===== src/rtl/mbc_pkg.sv =====
package mbc_pkg;

  localparam int TEMPO_W = 10;
  localparam int BEATS_W = 4;
  localparam int STEP_W = 5;
  localparam int HALF_W = 15;
  localparam int PRESS_W = 10;
  localparam int HOLD_W = 10;
  localparam int REP_W = 2;
  localparam int APB_AW = 4;
  localparam int APB_DW = 32;

  localparam int HALF_MINUTE_TICKS_DEF = 30000;

  localparam logic [TEMPO_W-1:0] TEMPO_RESET = 10'd120;
  localparam logic [BEATS_W-1:0] BEATS_RESET = 4'd4;
  localparam logic [TEMPO_W-1:0] BPM_MAX_RESET = 10'd300;
  localparam logic [PRESS_W-1:0] REPEAT_RESET = 10'd100;
  localparam logic [HOLD_W-1:0] HOLDOFF_RESET = 10'd500;
  localparam logic [BEATS_W-1:0] MAX_BEATS_RESET = 4'd8;
  localparam logic [REP_W-1:0] REP_SAT = 2'd3;

  typedef enum logic [1:0] {
    REG_BPM_MAX,
    REG_REPEAT,
    REG_HOLDOFF,
    REG_MAX_BEATS
  } reg_idx_t;

  typedef enum logic [2:0] {
    ST_IDLE,
    ST_TICK,
    ST_CHECK,
    ST_DIV,
    ST_BEAT,
    ST_EMIT
  } state_t;

  typedef struct packed {
    logic [TEMPO_W-1:0] bpm_max;
    logic [PRESS_W-1:0] repeat_ticks;
    logic [HOLD_W-1:0]  holdoff_ticks;
    logic [BEATS_W-1:0] max_beats;
  } cfg_t;

  typedef struct packed {
    logic capture;
    logic tick;
    logic div_start;
    logic load_half;
    logic beat;
    logic load_out;
  } cmd_t;

  typedef struct packed {
    logic changed;
    logic div_busy;
    logic out_free;
  } status_t;

endpackage


===== src/rtl/metronome_beat_controller.sv =====
// Channel   Ports                                     Direction
// input     in_valid in_ready in_button_down/up       one word per millisecond tick
// output    out_valid out_ready out_led_* out_tempo   one result word per input word
//           out_beats_per_bar out_toggled
// config    psel penable pwrite paddr pwdata prdata   APB-style register access
//
// A word steps through the tick, check, beat and emit states; on a tempo change a
// divide state waits while the serial divider computes the half-beat interval one
// bit per cycle. Synchronous reset on rst_n restores the control state and settings.
// A word is taken while the previous result still waits in the output register.
// A stalled output holds the next result in the controller until the register frees.
module metronome_beat_controller
  import mbc_pkg::*;
#(
  parameter int HALF_MINUTE_TICKS = HALF_MINUTE_TICKS_DEF
) (
  input  logic               clk,
  input  logic               rst_n,
  input  logic               in_valid,
  output logic               in_ready,
  input  logic               in_button_down,
  input  logic               in_button_up,
  output logic               out_valid,
  input  logic               out_ready,
  output logic               out_led_one,
  output logic               out_led_two,
  output logic [TEMPO_W-1:0] out_tempo,
  output logic [BEATS_W-1:0] out_beats_per_bar,
  output logic               out_toggled,
  input  logic               psel,
  input  logic               penable,
  input  logic               pwrite,
  input  logic [APB_AW-1:0]  paddr,
  input  logic [APB_DW-1:0]  pwdata,
  output logic [APB_DW-1:0]  prdata,
  output logic               pready
);

  cfg_t    cfg_r, cfg_nxt;
  cmd_t    cmd;
  status_t sts;
  logic    wr_en;

  assign pready = 1'b1;
  assign wr_en = psel && penable && pwrite;

  always_comb begin
    cfg_nxt = cfg_r;
    if (wr_en) begin
      unique case (reg_idx_t'(paddr[3:2]))
        REG_BPM_MAX:   cfg_nxt.bpm_max = pwdata[TEMPO_W-1:0];
        REG_REPEAT:    cfg_nxt.repeat_ticks = pwdata[PRESS_W-1:0];
        REG_HOLDOFF:   cfg_nxt.holdoff_ticks = pwdata[HOLD_W-1:0];
        REG_MAX_BEATS: cfg_nxt.max_beats = pwdata[BEATS_W-1:0];
      endcase
    end
  end

  always_comb begin
    unique case (reg_idx_t'(paddr[3:2]))
      REG_BPM_MAX:   prdata = APB_DW'(cfg_r.bpm_max);
      REG_REPEAT:    prdata = APB_DW'(cfg_r.repeat_ticks);
      REG_HOLDOFF:   prdata = APB_DW'(cfg_r.holdoff_ticks);
      REG_MAX_BEATS: prdata = APB_DW'(cfg_r.max_beats);
    endcase
  end

  always_ff @(posedge clk) begin
    if (!rst_n) begin
      cfg_r.bpm_max <= BPM_MAX_RESET;
      cfg_r.repeat_ticks <= REPEAT_RESET;
      cfg_r.holdoff_ticks <= HOLDOFF_RESET;
      cfg_r.max_beats <= MAX_BEATS_RESET;
    end else begin
      cfg_r <= cfg_nxt;
    end
  end

  mbc_ctrl u_ctrl (
    .clk     (clk),
    .rst_n   (rst_n),
    .in_valid(in_valid),
    .in_ready(in_ready),
    .sts     (sts),
    .cmd     (cmd)
  );

  mbc_dp #(
    .HALF_MINUTE_TICKS(HALF_MINUTE_TICKS)
  ) u_dp (
    .clk              (clk),
    .rst_n            (rst_n),
    .cmd              (cmd),
    .sts              (sts),
    .cfg              (cfg_r),
    .in_button_down   (in_button_down),
    .in_button_up     (in_button_up),
    .out_valid        (out_valid),
    .out_ready        (out_ready),
    .out_led_one      (out_led_one),
    .out_led_two      (out_led_two),
    .out_tempo        (out_tempo),
    .out_beats_per_bar(out_beats_per_bar),
    .out_toggled      (out_toggled)
  );

endmodule


===== src/rtl/mbc_div.sv =====
module mbc_div
  import mbc_pkg::*;
#(
  parameter int HALF_MINUTE_TICKS = HALF_MINUTE_TICKS_DEF
) (
  input  logic               clk,
  input  logic               rst_n,
  input  logic               start,
  input  logic [TEMPO_W-1:0] divisor,
  output logic               busy,
  output logic [HALF_W-1:0]  quotient
);

  localparam int CNT_W = $clog2(HALF_W + 1);
  localparam logic [HALF_W-1:0] DIVIDEND = HALF_W'(HALF_MINUTE_TICKS);

  logic [CNT_W-1:0]   cnt_r, cnt_nxt;
  logic [HALF_W-1:0]  q_r, q_nxt;
  logic [TEMPO_W-1:0] rem_r, rem_nxt;
  logic [TEMPO_W-1:0] dvs_r, dvs_nxt;
  logic [TEMPO_W:0]   trial;
  logic [TEMPO_W:0]   diff;

  assign trial = {rem_r, q_r[HALF_W-1]};
  assign diff = trial - {1'b0, dvs_r};

  always_comb begin
    cnt_nxt = cnt_r;
    q_nxt = q_r;
    rem_nxt = rem_r;
    dvs_nxt = dvs_r;
    if (start) begin
      cnt_nxt = CNT_W'(HALF_W);
      q_nxt = DIVIDEND;
      rem_nxt = '0;
      dvs_nxt = (divisor != '0) ? divisor : TEMPO_W'(1);
    end else if (cnt_r != '0) begin
      cnt_nxt = cnt_r - CNT_W'(1);
      if (trial >= {1'b0, dvs_r}) begin
        rem_nxt = diff[TEMPO_W-1:0];
        q_nxt = {q_r[HALF_W-2:0], 1'b1};
      end else begin
        rem_nxt = trial[TEMPO_W-1:0];
        q_nxt = {q_r[HALF_W-2:0], 1'b0};
      end
    end
  end

  always_ff @(posedge clk) begin
    if (!rst_n) begin
      cnt_r <= '0;
    end else begin
      cnt_r <= cnt_nxt;
    end
    q_r <= q_nxt;
    rem_r <= rem_nxt;
    dvs_r <= dvs_nxt;
  end

  assign busy = (cnt_r != '0);
  assign quotient = q_r;

endmodule


===== src/rtl/mbc_dp.sv =====
module mbc_dp
  import mbc_pkg::*;
#(
  parameter int HALF_MINUTE_TICKS = HALF_MINUTE_TICKS_DEF
) (
  input  logic               clk,
  input  logic               rst_n,
  input  cmd_t               cmd,
  output status_t            sts,
  input  cfg_t               cfg,
  input  logic               in_button_down,
  input  logic               in_button_up,
  output logic               out_valid,
  input  logic               out_ready,
  output logic               out_led_one,
  output logic               out_led_two,
  output logic [TEMPO_W-1:0] out_tempo,
  output logic [BEATS_W-1:0] out_beats_per_bar,
  output logic               out_toggled
);

  localparam logic [HALF_W-1:0] HALF_RESET = HALF_W'(HALF_MINUTE_TICKS / TEMPO_RESET);

  logic               down_r, down_nxt;
  logic               up_r, up_nxt;
  logic [TEMPO_W-1:0] tempo_r, tempo_nxt;
  logic [BEATS_W-1:0] beats_r, beats_nxt;
  logic [STEP_W-1:0]  step_r, step_nxt;
  logic               phase_r, phase_nxt;
  logic [1:0]         led_r, led_nxt;
  logic [HALF_W-1:0]  half_r, half_nxt;
  logic [HALF_W-1:0]  tog_r, tog_nxt;
  logic [PRESS_W-1:0] spd_r, spd_nxt;
  logic [PRESS_W-1:0] spu_r, spu_nxt;
  logic [REP_W-1:0]   rcd_r, rcd_nxt;
  logic [REP_W-1:0]   rcu_r, rcu_nxt;
  logic [HOLD_W-1:0]  hold_r, hold_nxt;
  logic               skip_r, skip_nxt;
  logic               changed_r, changed_nxt;
  logic               toggled_r, toggled_nxt;
  logic               ovalid_r, ovalid_nxt;

  logic [PRESS_W-1:0] spd_inc, spu_inc;
  logic [TEMPO_W-1:0] lim, t1;
  logic               accd, accu, chgd, chgu;
  logic [BEATS_W-1:0] span_beats;
  logic [STEP_W-1:0]  span, step_inc;

  logic               div_busy;
  logic [HALF_W-1:0]  div_q;

  mbc_div #(
    .HALF_MINUTE_TICKS(HALF_MINUTE_TICKS)
  ) u_div (
    .clk     (clk),
    .rst_n   (rst_n),
    .start   (cmd.div_start),
    .divisor (tempo_r),
    .busy    (div_busy),
    .quotient(div_q)
  );

  assign lim = (cfg.bpm_max != '0) ? cfg.bpm_max : TEMPO_W'(1);
  assign spd_inc = (spd_r != '1) ? spd_r + PRESS_W'(1) : spd_r;
  assign spu_inc = (spu_r != '1) ? spu_r + PRESS_W'(1) : spu_r;
  assign accd = down_r && (spd_inc >= cfg.repeat_ticks);
  assign accu = up_r && (spu_inc >= cfg.repeat_ticks);
  assign chgd = accd && ((rcd_r == '0) || (rcd_r == REP_SAT));
  assign chgu = accu && ((rcu_r == '0) || (rcu_r == REP_SAT));
  assign t1 = (chgd && (tempo_r > TEMPO_W'(1))) ? tempo_r - TEMPO_W'(1) : tempo_r;
  assign span_beats = (beats_r != '0) ? beats_r : BEATS_W'(1);
  assign span = {span_beats, 1'b0};
  assign step_inc = step_r + STEP_W'(1);

  always_comb begin
    down_nxt = down_r;
    up_nxt = up_r;
    tempo_nxt = tempo_r;
    beats_nxt = beats_r;
    step_nxt = step_r;
    phase_nxt = phase_r;
    led_nxt = led_r;
    half_nxt = half_r;
    tog_nxt = tog_r;
    spd_nxt = spd_r;
    spu_nxt = spu_r;
    rcd_nxt = rcd_r;
    rcu_nxt = rcu_r;
    hold_nxt = hold_r;
    skip_nxt = skip_r;
    changed_nxt = changed_r;
    toggled_nxt = toggled_r;

    if (cmd.capture) begin
      down_nxt = in_button_down;
      up_nxt = in_button_up;
    end

    if (cmd.tick) begin
      tog_nxt = (tog_r != '1) ? tog_r + HALF_W'(1) : tog_r;
      spd_nxt = spd_inc;
      spu_nxt = spu_inc;
      toggled_nxt = 1'b0;
      changed_nxt = 1'b0;
      if (hold_r != '0) begin
        hold_nxt = hold_r - HOLD_W'(1);
        skip_nxt = 1'b1;
      end else begin
        skip_nxt = 1'b0;
        if (down_r && up_r) begin
          if ({1'b0, beats_r} + (BEATS_W+1)'(1) > {1'b0, cfg.max_beats}) begin
            beats_nxt = BEATS_W'(1);
          end else begin
            beats_nxt = beats_r + BEATS_W'(1);
          end
          step_nxt = '0;
          phase_nxt = 1'b0;
          led_nxt = '0;
          hold_nxt = cfg.holdoff_ticks;
        end
        if (down_r) begin
          if (accd) begin
            spd_nxt = '0;
            if (rcd_r != REP_SAT) rcd_nxt = rcd_r + REP_W'(1);
          end
        end else begin
          rcd_nxt = '0;
        end
        if (up_r) begin
          if (accu) begin
            spu_nxt = '0;
            if (rcu_r != REP_SAT) rcu_nxt = rcu_r + REP_W'(1);
          end
        end else begin
          rcu_nxt = '0;
        end
        if (chgu && (t1 < lim)) begin
          tempo_nxt = t1 + TEMPO_W'(1);
        end else begin
          tempo_nxt = t1;
        end
        changed_nxt = (chgd && (tempo_r > TEMPO_W'(1))) || (chgu && (t1 < lim));
      end
    end

    if (cmd.load_half) begin
      half_nxt = div_q;
    end

    if (cmd.beat && !skip_r && (tog_r >= half_r)) begin
      tog_nxt = '0;
      phase_nxt = !phase_r;
      if (step_r < STEP_W'(2)) begin
        led_nxt[0] = !phase_r;
      end else begin
        led_nxt[1] = !phase_r;
      end
      step_nxt = (step_inc >= span) ? '0 : step_inc;
      toggled_nxt = 1'b1;
    end
  end

  always_comb begin
    ovalid_nxt = ovalid_r;
    if (cmd.load_out) begin
      ovalid_nxt = 1'b1;
    end else if (out_ready) begin
      ovalid_nxt = 1'b0;
    end
  end

  always_ff @(posedge clk) begin
    if (!rst_n) begin
      tempo_r <= TEMPO_RESET;
      beats_r <= BEATS_RESET;
      step_r <= '0;
      phase_r <= 1'b0;
      led_r <= '0;
      half_r <= HALF_RESET;
      tog_r <= '0;
      spd_r <= '0;
      spu_r <= '0;
      rcd_r <= '0;
      rcu_r <= '0;
      hold_r <= '0;
      skip_r <= 1'b0;
      changed_r <= 1'b0;
      toggled_r <= 1'b0;
      ovalid_r <= 1'b0;
    end else begin
      tempo_r <= tempo_nxt;
      beats_r <= beats_nxt;
      step_r <= step_nxt;
      phase_r <= phase_nxt;
      led_r <= led_nxt;
      half_r <= half_nxt;
      tog_r <= tog_nxt;
      spd_r <= spd_nxt;
      spu_r <= spu_nxt;
      rcd_r <= rcd_nxt;
      rcu_r <= rcu_nxt;
      hold_r <= hold_nxt;
      skip_r <= skip_nxt;
      changed_r <= changed_nxt;
      toggled_r <= toggled_nxt;
      ovalid_r <= ovalid_nxt;
    end
    down_r <= down_nxt;
    up_r <= up_nxt;
    if (cmd.load_out) begin
      out_led_one <= led_r[0];
      out_led_two <= led_r[1];
      out_tempo <= tempo_r;
      out_beats_per_bar <= beats_r;
      out_toggled <= toggled_r;
    end
  end

  assign out_valid = ovalid_r;
  assign sts.changed = changed_r;
  assign sts.div_busy = div_busy;
  assign sts.out_free = !ovalid_r || out_ready;

endmodule


===== src/rtl/mbc_ctrl.sv =====
module mbc_ctrl
  import mbc_pkg::*;
(
  input  logic    clk,
  input  logic    rst_n,
  input  logic    in_valid,
  output logic    in_ready,
  input  status_t sts,
  output cmd_t    cmd
);

  state_t state_r, state_nxt;

  always_comb begin
    state_nxt = state_r;
    unique case (state_r)
      ST_IDLE:  if (in_valid) state_nxt = ST_TICK;
      ST_TICK:  state_nxt = ST_CHECK;
      ST_CHECK: state_nxt = sts.changed ? ST_DIV : ST_BEAT;
      ST_DIV:   if (!sts.div_busy) state_nxt = ST_BEAT;
      ST_BEAT:  state_nxt = ST_EMIT;
      ST_EMIT:  if (sts.out_free) state_nxt = ST_IDLE;
      default:  state_nxt = ST_IDLE;
    endcase
  end

  always_comb begin
    cmd = '0;
    in_ready = 1'b0;
    unique case (state_r)
      ST_IDLE: begin
        in_ready = 1'b1;
        cmd.capture = in_valid;
      end
      ST_TICK:  cmd.tick = 1'b1;
      ST_CHECK: cmd.div_start = sts.changed;
      ST_DIV:   cmd.load_half = !sts.div_busy;
      ST_BEAT:  cmd.beat = 1'b1;
      ST_EMIT:  cmd.load_out = sts.out_free;
      default: begin
        in_ready = 1'b0;
      end
    endcase
  end

  always_ff @(posedge clk) begin
    if (!rst_n) begin
      state_r <= ST_IDLE;
    end else begin
      state_r <= state_nxt;
    end
  end

endmodule


===== config.mk =====
export PLATFORM = sky130hd
export DESIGN_NAME = metronome_beat_controller
export DESIGN_NICKNAME = d
export VERILOG_FILES = /design/src/rtl/mbc_pkg.sv /design/src/rtl/metronome_beat_controller.sv /design/src/rtl/mbc_div.sv /design/src/rtl/mbc_dp.sv /design/src/rtl/mbc_ctrl.sv
export SDC_FILE = /design/constraint.sdc
export NUM_CORES = 1
export LEC_CHECK = 0
export BUFFER_PORTS_ARGS = -buffer_cell sky130_fd_sc_hd__buf_2
export CAP_MARGIN = 20
export CORE_ASPECT_RATIO = 0.7
export CORE_UTILIZATION = 30
export CTS_BUF_LIST = sky130_fd_sc_hd__clkbuf_4 sky130_fd_sc_hd__clkbuf_8 sky130_fd_sc_hd__clkbuf_16
export DETAILED_ROUTE_END_ITERATION = 8
export GPL_TIMING_DRIVEN = 0
export HOLD_SLACK_MARGIN = 0.02
export PLACE_DENSITY_LB_ADDON = 0.08
export SYNTH_ARGS = -nofsm -noshare
export SYNTH_HDL_FRONTEND = slang
export SYNTH_HIERARCHICAL = 1
export SYNTH_SLANG_ARGS = --single-unit

===== constraint.sdc =====
create_clock -name clk -period 10.45 [get_ports clk]
set_input_delay 1.045 -clock clk [delete_from_list [all_inputs] [get_ports clk]]
set_output_delay 1.045 -clock clk [all_outputs]
set_load 0.1 [all_outputs]

==> results of run 1 <==
path summary, 6_finish.rpt:
kind | cells after the start | slack [ns] | start | to
worst max-delay path | 23 | 3.50 | u_dp/spd_r[3] | u_dp/tempo_r[6]
worst min-delay path | 0 | 0.46 | u_dp/led_r[0] | u_dp/out_led_one
worst max register to register | 23 | 3.50 | u_dp/spd_r[3] | u_dp/tempo_r[6]
worst min register to register | 0 | 0.46 | u_dp/led_r[0] | u_dp/out_led_one
worst max-delay path, cell delays in order (launching register included):
cell and delay, ns:
dfxtp_1 0.45, nand4_1 0.15, nor2_1 0.25, nand4_1 0.26, nand4_1 0.30, nor2_1 0.09
xnor2_1 0.16, ha_1 0.31, nand2_1 0.05, nor2_1 0.24, nand3_1 0.44, a2111oi_0 0.76
xnor2_1 0.27, inv_1 0.09, ha_1 0.31, and4_1 0.20, a211oi_1 0.29, and3_1 0.29
o211ai_1 0.22, a211oi_2 0.49, nand3_1 0.37, or4_1 0.62, a21oi_1 0.15, nand3b_1 0.12
cells by family (layout without fill, tap and decap cells):
logic type / Yosys count / after routing / synth area share (%)
adder cells (fa/ha/maj): 75 / 75 / 8.555
XOR/XNOR: 45 / 45 / 3.734
flip-flops: 185 / 185 / 36.12
AO/OA/AOI/OAI: 258 / 258 / 15.32
other: 2 / 23 / 0.06792
buffers and inverters: 166 / 250 / 7.038
AND/OR/NAND/NOR: 500 / 500 / 22.38
multiplexers: 69 / 69 / 6.778
per-layer routing:
layer | GRT usage, % | up-vias | share of wire (%) | wire [µm]
met3 | 3.081 | 24 | 2.8 | 912
li1 | - | 4708 | - | -
met1 | 29.00 | 4419 | 58 | 19090
met2 | 24.12 | 150 | 38 | 12730
met5 | 0 | - | 0 | 0
met4 | 4.365 | 0 | 1.2 | 383
report_power, final:
group	total [W]	internal [W]	switching [W]
Combinational	0.000970	0.000332	0.000637
Clock	0.000681	0.000344	0.000337
Sequential	0.000895	0.000809	0.0000861
per-stage QoR:
step,hold slack (ns),instances,power (W),instance area [µm²]
2_1_floorplan,0.4079,1321,0.001600,11140
5_1_grt,0.4681,1885,0.002725,12620
3_3_place_gp,0.4336,1850,0.001867,11980
6_report,0.4561,1885,0.002546,12620
4_1_cts,0.4624,1884,0.002563,12610
3_5_place_dp,0.4377,1852,0.001864,12010
area by class of cell:
type                    count  area (µm²)
multi-input cells         970        6366
well taps                 480       600.6
plain buffers              89       489.2
repair buffers             52       279.0
clock buffers              17       425.4
clock inverters            15       173.9
inverters                  77       289.0
fillers                  3813       23520
flip-flops and latches    185        3994
synthesized netlist by cell type, drive strengths merged, types with 30 or more instances:
library cell	number	area (µm²)
buf	44	320.3
ha	74	925.9
nand2b	33	206.5
a21oi	92	464.2
xnor2	32	299.0
o21ai	50	250.2
nor3	30	160.2
nor2	98	367.9
dfxtp	156	3123
mux2i	58	580.6
clkbuf	45	168.9
nand2	166	625.6
nand3	53	275.3
inv	76	285.3
flip-flops by register name, summed over array words and instances (netlist names), 2 cells and up:
signal                  cells
u_dp/step_r                 5
cfg_r                      34
u_dp/spu_r                 10
u_dp/tempo_r               10
u_dp/beats_r                4
u_dp/rcu_r                  2
u_dp/hold_r                10
u_dp/u_div/dvs_r           10
u_dp/spd_r                 10
u_dp/led_r                  2
u_dp/out_tempo             10
u_dp/tog_r                 15
u_dp/u_div/quotient        15
u_dp/u_div/cnt_r            4
u_dp/half_r                15
u_dp/u_div/rem_r           10
u_dp/out_beats_per_bar      4
u_ctrl/state_r              3
u_dp/rcd_r                  2
==> results_dict.tcl, run 1 <==
set metrics [dict create \
    postRouteWirelength_um 33110 \
    routed_via_density 4.934 \
    p_leak_nw 5.094 \
    grt_pass1_vias 8679 \
    p_per_area_nw_per_um2 201.8 \
    initial_core_util_pct 30.59 \
    ys_seq_elements 185 \
    avgSynthCellArea_um2 8.505 \
    antenna_left 0 \
    finalSetupViolations 0 \
    place_hpwl_um 25200 \
    grt_pass1_wl_um 51680 \
    setup_ws_ns 3.496 \
    cp_max_fo 8 \
    required_ns 10.83 \
    syn_area_um2 11060 \
    final_common_cell "nand2_1" \
    finalSetupTns_ns 0 \
    cts_setup_buffers 0 \
    clkLatencyLatePin_ns 0.46 \
    wl_per_cell_um 17.57 \
    dpl_worst_slack_ns 3.682 \
    synth_ff_type "dfxtp_1" \
    rsz0062_at_grt "no" \
    clk_pin_slew_ns 0.08 \
    nets 1512 \
    final_max_slew_viol_count 0 \
    drive_gt1_share_pct 11.96 \
    worst_pin_slew_ns 0.8459 \
    grtUsageTotal_pct 18.08 \
    hold_violations 0 \
    core_area_um2 36140 \
    fp.dieH_um 162.6 \
    grt_max_degree 20 \
    status "complete, no violations" \
    die_w_um 231.5 \
    gr-total-overflow 0 \
    relSlewSlack_pct 43.40 \
    ys_seq_area_share_pct 36.12 \
    fin_skew_ns 0.01471 \
    cts_made_buffers 17 \
    port_buffers 49 \
    crit_path_start_kind "flop" \
    cts_htree_levels 4 \
    antennaDiodeCount 0 \
    ir_worst_vdd_v 0.00009899 \
    async_flop_share_pct 0 \
    route.vias.total 9301 \
    layout_common_cells "nand2_1, dfxtp_1, nor2_1, a21oi_1, inv_1" \
    die_area_um2 37640 \
    cts_hold_buffers 0 \
    io_pins 97 \
    gp_congestion 0.8409 \
    final_core_util_pct 34.91 \
    cts_tree "yes" \
    cts_sinks 185 \
    worst-setup-path-type "flop to flop" \
    clock_path_buffers 2 \
    cts_root_buf "clkbuf_16" \
    drt_iter0_markers 588 \
    postCtsResizedCells 0 \
    synth_edf_count 29 \
    end_kind "flop" \
    final.min_clock_period_ns 6.954 \
    detailedRoute.firstPassIterationCount 5 \
    synth_warnings 6 \
    syn_to_final_growth_pct 14.11 \
    period_share_pct 66.54 \
    antenna_found_initial 0 \
    max_clock_freq_mhz 143.8 \
    row_count 58 \
    synth_cell_types 87 \
    cp.arrival_ns 7.33 \
    drc 0 \
    maxCapViolCount 0 \
    synthCells 1300 \
    hp-class "flop to flop" \
]
(Power assumes the default switching activity.)
==> run 2: changes to the inputs <==
- clock period: 10.45 -> 6 ns (I/O delays scaled with it)
==> results_dict.tcl, run 2 (same netlist as run 1, synthesis figures left out) <==
set metrics [dict create \
    final_common_cell "nand2_1" \
    final.min_clock_period_ns 5.774 \
    fin_hold_ws_ns 0.3538 \
    finalSetupViolations 0 \
    die_area_um2 37640 \
    route.vias.total 9378 \
    cp.arrival_ns 6.11 \
    place_hpwl_um 25200 \
    path_cells "ha_2 > nand4_1 > nand4_1 > nor2_1 > xnor2_1 > ha_1 > nand2_1 > nor2_4 > a31oi_4 > buf_4 > a21boi_4 > nand3_1 > xnor2_2 > ha_1 > and4_1 > a211oi_2 > and3_4 > o211ai_1 > a211oi_2 > buf_4 > nor4b_4 > mux2i_1 > mux2_1" \
    crit_path_start_kind "flop" \
    cts_htree_levels 4 \
    clock_power_share_pct 26.7 \
    gr-total-overflow 0 \
    die_w_um 231.5 \
    clkLatencyLatePin_ns 0.46 \
    period_share_pct 96.24 \
    drc 0 \
    wl_per_cell_um 17.51 \
    fp.dieH_um 162.6 \
    crit_buf_inv 2 \
    hp-class "primary input to flop" \
    p_comb_share_pct 38.1 \
    worst-setup-path-type "flop to flop" \
    worst_pin_slew_ns 0.8163 \
    nets 1527 \
    swShare_pct 41.68 \
    finalSetupTns_ns 0 \
    gp_congestion 0.8409 \
    grt_pass1_wl_um 51930 \
    max_clock_freq_mhz 173.2 \
    cts_made_buffers 17 \
    fin_area_um2 12860 \
    critPathMaxStageDelay_ns 0.45 \
    final_max_slew_viol_count 0 \
    power.switching_w 0.001848 \
    detailedRoute.firstPassIterationCount 5 \
    syn_to_final_growth_pct 16.28 \
    p_per_area_nw_per_um2 344.9 \
    hold_violations 0 \
    antenna_found_initial 0 \
    slowest_stage "dfxtp_1" \
    grt_max_degree 20 \
    critical_path.top_delay_family "simple AND/OR/NAND/NOR gates" \
    io_pins 97 \
    p_int_w 0.002586 \
    row_count 58 \
    cts_root_buf "clkbuf_16" \
    clk_pin_slew_ns 0.08 \
    top_register "cfg_r" \
    fin_skew_ns 0.01505 \
    initial_core_util_pct 30.59 \
    p_seq_share_pct 35.2 \
    routed_via_density 4.936 \
    ff2ff_setup_slack_ns 0.23 \
    antennaDiodeCount 0 \
    antenna_left 0 \
    core_area_um2 36140 \
    relSlewSlack_pct 45.38 \
    cts_tree "yes" \
    status "complete, no violations" \
    layout_common_cells "nand2_1, dfxtp_1, nor2_1, a21oi_1, inv_1" \
    required_ns 6.34 \
    postRouteWirelength_um 33270 \
    cp_max_fo 6 \
    clock_path_buffers 2 \
    maxCapViolCount 0 \
    grtUsageTotal_pct 18.17 \
    port_buffers 49 \
    grt_pass1_vias 8727 \
    drive_gt1_share_pct 14.23 \
    dpl_cell_area_um2 12010 \
    end_kind "flop" \
    largest_register_ffs 34 \
    ir_worst_vdd_v 0.0001720 \
    cts_sinks 185 \
    drt_iter0_markers 581 \
    p_leak_nw 5.180 \
]
==> run 2: worst reg2reg max path: stages, from the launching register on <==
cell	delay, ns
dfxtp_1	0.45
ha_2	0.28
nand4_1	0.22
nand4_1	0.23
nor2_1	0.07
xnor2_1	0.16
ha_1	0.33
nand2_1	0.09
nor2_4	0.18
a31oi_4	0.14
buf_4	0.19
a21boi_4	0.29
nand3_1	0.20
xnor2_2	0.19
ha_1	0.33
and4_1	0.23
a211oi_2	0.25
and3_4	0.24
o211ai_1	0.21
a211oi_2	0.36
buf_4	0.20
nor4b_4	0.22
mux2i_1	0.27
mux2_1	0.34
==> run 2: path summary, 6_finish.rpt <==
| check | startpoint | to | cells past startpoint |
|---|---|---|---|
| setup reg to reg | u_dp/spd_r[0] | u_dp/tempo_r[5] | 23 |
| hold / removal | in_button_up | u_dp/up_r | 1 |
| setup / recovery | u_dp/spd_r[0] | u_dp/tempo_r[5] | 23 |
| hold reg to reg | u_dp/led_r[0] | u_dp/out_led_one | 0 |
==> run 2: power groups by stage <==
stage | sequential (W) | combinational [W] | clock [W]
finish | 0.00156 | 0.00169 | 0.00119
global route | 0.00158 | 0.00188 | 0.00128
CTS | 0.00156 | 0.00167 | 0.00123
detailed placement | 0.00158 | 0.00165 | 0
global placement | 0.00159 | 0.00166 | 0
floorplan | 0.00154 | 0.00124 | 0
==> run 2: per-stage QoR <==
step                utilization [%]  setup slack, ns  power, W  instances
floorplan                         -           0.8683  0.002779       1321
global placement              33.15          -0.7859  0.003243       1850
finish                        35.58           0.2259  0.004434       1900
detailed placement            33.23          -0.7680  0.003238       1852
global route                  35.58         -0.03720  0.004743       1900
CTS                           35.12         0.008726  0.004458       1889
==> run 2: layer usage <==
metal | global-route usage, % | part of all wire [%] | up-vias
met2 | 24.13 | 38 | 168
met1 | 29.11 | 57 | 4447
met5 | 0 | 0 | -
met4 | 4.726 | 1.4 | 0
li1 | - | - | 4738
met3 | 3.081 | 3.6 | 25
==> run 2: area by class of cell <==
class                           instances  area (µm²)
Fill cell                            3808       23280
Multi-Input combinational cell        970        6487
Sequential cell                       185        3998
Tap cell                              480       600.6
Buffer                                 89       491.7
Clock buffer                           17       425.4
Timing Repair Buffer                   67       391.6
Inverter                               77       289.0
Clock inverter                         15       173.9
==> run 2: repair_timing <==
| action | CTS | global route |
|---|---|---|
| setup endpoints to repair | 11 | 11 |
| resized for setup | 11 | 17 |
| pin swaps | 3 | 10 |
| buffers inserted | 5 | 10 |
| hold buffers | 0 | 0 |
==> run 3: changes to the inputs <==
- RECOVER_POWER: unset -> 100
==> results_dict.tcl, run 3 (same netlist as run 1, synthesis figures left out) <==
set metrics [dict create \
    status "complete, no violations" \
    grt_pass1_vias 8727 \
    clk_pin_slew_ns 0.08 \
    core_area_um2 36140 \
    final_cell_count_no_fill 1900 \
    layout_common_cells "nand2_1, dfxtp_1, nor2_1, a21oi_1, clkbuf_1" \
    grt_max_degree 20 \
    route.vias.total 9411 \
    worst_pin_slew_ns 1.221 \
    p_leak_nw 5.062 \
    grtUsageTotal_pct 18.17 \
    drive_gt1_share_pct 11.20 \
    port_buffers 49 \
    period_share_pct 96.89 \
    cts_sinks 185 \
    maxCapViolCount 0 \
    ir_worst_vdd_v 0.0001726 \
    io_pins 97 \
    drt_iter0_markers 543 \
    dpl_cell_area_um2 12010 \
    relSlewSlack_pct 18.95 \
    fin_area_um2 12770 \
    place_hpwl_um 25200 \
    largest_register_ffs 34 \
    cts_tree "yes" \
    die_w_um 231.5 \
    cp.arrival_ns 6.15 \
    required_ns 6.34 \
    syn_to_final_growth_pct 15.50 \
    gp_congestion 0.8409 \
    finalSetupTns_ns 0 \
    wl_per_cell_um 17.52 \
    hp-class "primary input to flop" \
    p_seq_share_pct 35.3 \
    detailedRoute.firstPassIterationCount 5 \
    gr-total-overflow 0 \
    fp.dieH_um 162.6 \
    die_area_um2 37640 \
    antenna_found_initial 0 \
    antennaDiodeCount 0 \
    final_max_slew_viol_count 0 \
    final.min_clock_period_ns 5.814 \
    p_int_w 0.002573 \
    routed_via_density 4.953 \
    p_per_area_nw_per_um2 345.8 \
    cts_made_buffers 17 \
    postRouteWirelength_um 33280 \
    clkLatencyLatePin_ns 0.46 \
    power.switching_w 0.001843 \
    drc 0 \
    clock_path_buffers 2 \
    top_register "cfg_r" \
    totalPowerFinal_w 0.004416 \
    swShare_pct 41.73 \
    initial_core_util_pct 30.59 \
    grt_pass1_wl_um 51930 \
    ff2ff_setup_slack_ns 0.19 \
    cts_htree_levels 4 \
    p_comb_share_pct 37.9 \
    max_clock_freq_mhz 172.0 \
    worst-setup-path-type "flop to flop" \
    clock_power_share_pct 26.8 \
    crit_path_start_kind "flop" \
    cts_hold_buffers 0 \
    placed_cells_incl_taps 1852 \
    nets 1527 \
    end_kind "flop" \
    finalSetupViolations 0 \
    final_common_cell "nand2_1" \
    antenna_left 0 \
    cp_max_fo 6 \
    hold_violations 0 \
    row_count 58 \
    fin_skew_ns 0.01368 \
    cts_root_buf "clkbuf_16" \
]
## run 3: changes by cell type in the layout (fill, tap and decap cells not counted), moves of 2 or more
| cell | change |
|---|---|
| and2_0 | +2 |
| buf_1 | -3 |
| clkbuf_1 | +42 |
| and2_1 | -2 |
| buf_2 | -36 |
## run 3: timing repair
action | CTS | global route
buffers inserted | 5 | 10
endpoints found under the setup margin | 11 | 11
resized for setup | 11 | 17
pin swaps | 3 | 10
## run 3: worst max-delay path: stages (launching register included)
cell      delay [ns]
dfxtp_1         0.45
ha_2            0.28
nand4_1         0.22
nand4_1         0.23
nor2_1          0.07
xnor2_1         0.16
ha_1            0.33
nand2_1         0.09
nor2_4          0.18
a31oi_4         0.14
buf_4           0.19
a21boi_4        0.30
nand3_1         0.20
xnor2_2         0.19
ha_1            0.33
and3_1          0.16
o21ai_0         0.28
and3_4          0.27
o211ai_1        0.22
a211oi_2        0.37
buf_4           0.20
nor4b_4         0.22
mux2i_1         0.27
mux2_1          0.34
## run 3: routing by layer
metal / vias up / GRT usage, % / part of all wire [%]
met2: 173 / 24.13 / 38
met3: 27 / 3.081 / 3.4
li1: 4736 / - / -
met5: - / 0 / 0
met4: 0 / 4.726 / 1.4
met1: 4475 / 29.11 / 57
## run 3: power groups by stage
stage / Clock [W] / Combinational (W) / Sequential, W
floorplan: 0 / 0.00124 / 0.00154
global placement: 0 / 0.00166 / 0.00159
detailed placement: 0 / 0.00165 / 0.00158
CTS: 0.00123 / 0.00167 / 0.00156
global route: 0.00128 / 0.00187 / 0.00158
finish: 0.00119 / 0.00167 / 0.00156
## run 3: worst paths after layout
kind                            cells past startpoint           start               end
worst max-delay path                               23   u_dp/spd_r[0]   u_dp/tempo_r[5]
worst min-delay path                                1  in_button_down       u_dp/down_r
worst min register to register                      0   u_dp/led_r[0]  u_dp/out_led_one
worst max register to register                     23   u_dp/spd_r[0]   u_dp/tempo_r[5]
## run 3: cell type report
cell class,count,area (µm²)
buffer,89,481.7
clock inverter,15,173.9
clock buffer,17,425.4
inverter,77,289.0
fill,3820,23370
sequential,185,3998
timing repair buffer,67,334.1
multi-input combinational,970,6469
tap,480,600.6
## run 3: per-stage QoR
| stage | setup slack [ns] | hold slack, ns | util, % |
|---|---|---|---|
| 4_1_cts | 0.008726 | 0.3265 | 35.12 |
| 3_3_place_gp | -0.7859 | 0.4336 | 33.15 |
| 2_1_floorplan | 0.8683 | 0.4079 | - |
| 3_5_place_dp | -0.7680 | 0.4377 | 33.23 |
| 5_1_grt | -0.03718 | 0.3592 | 35.34 |
| 6_report | 0.1864 | 0.3792 | 35.34 |
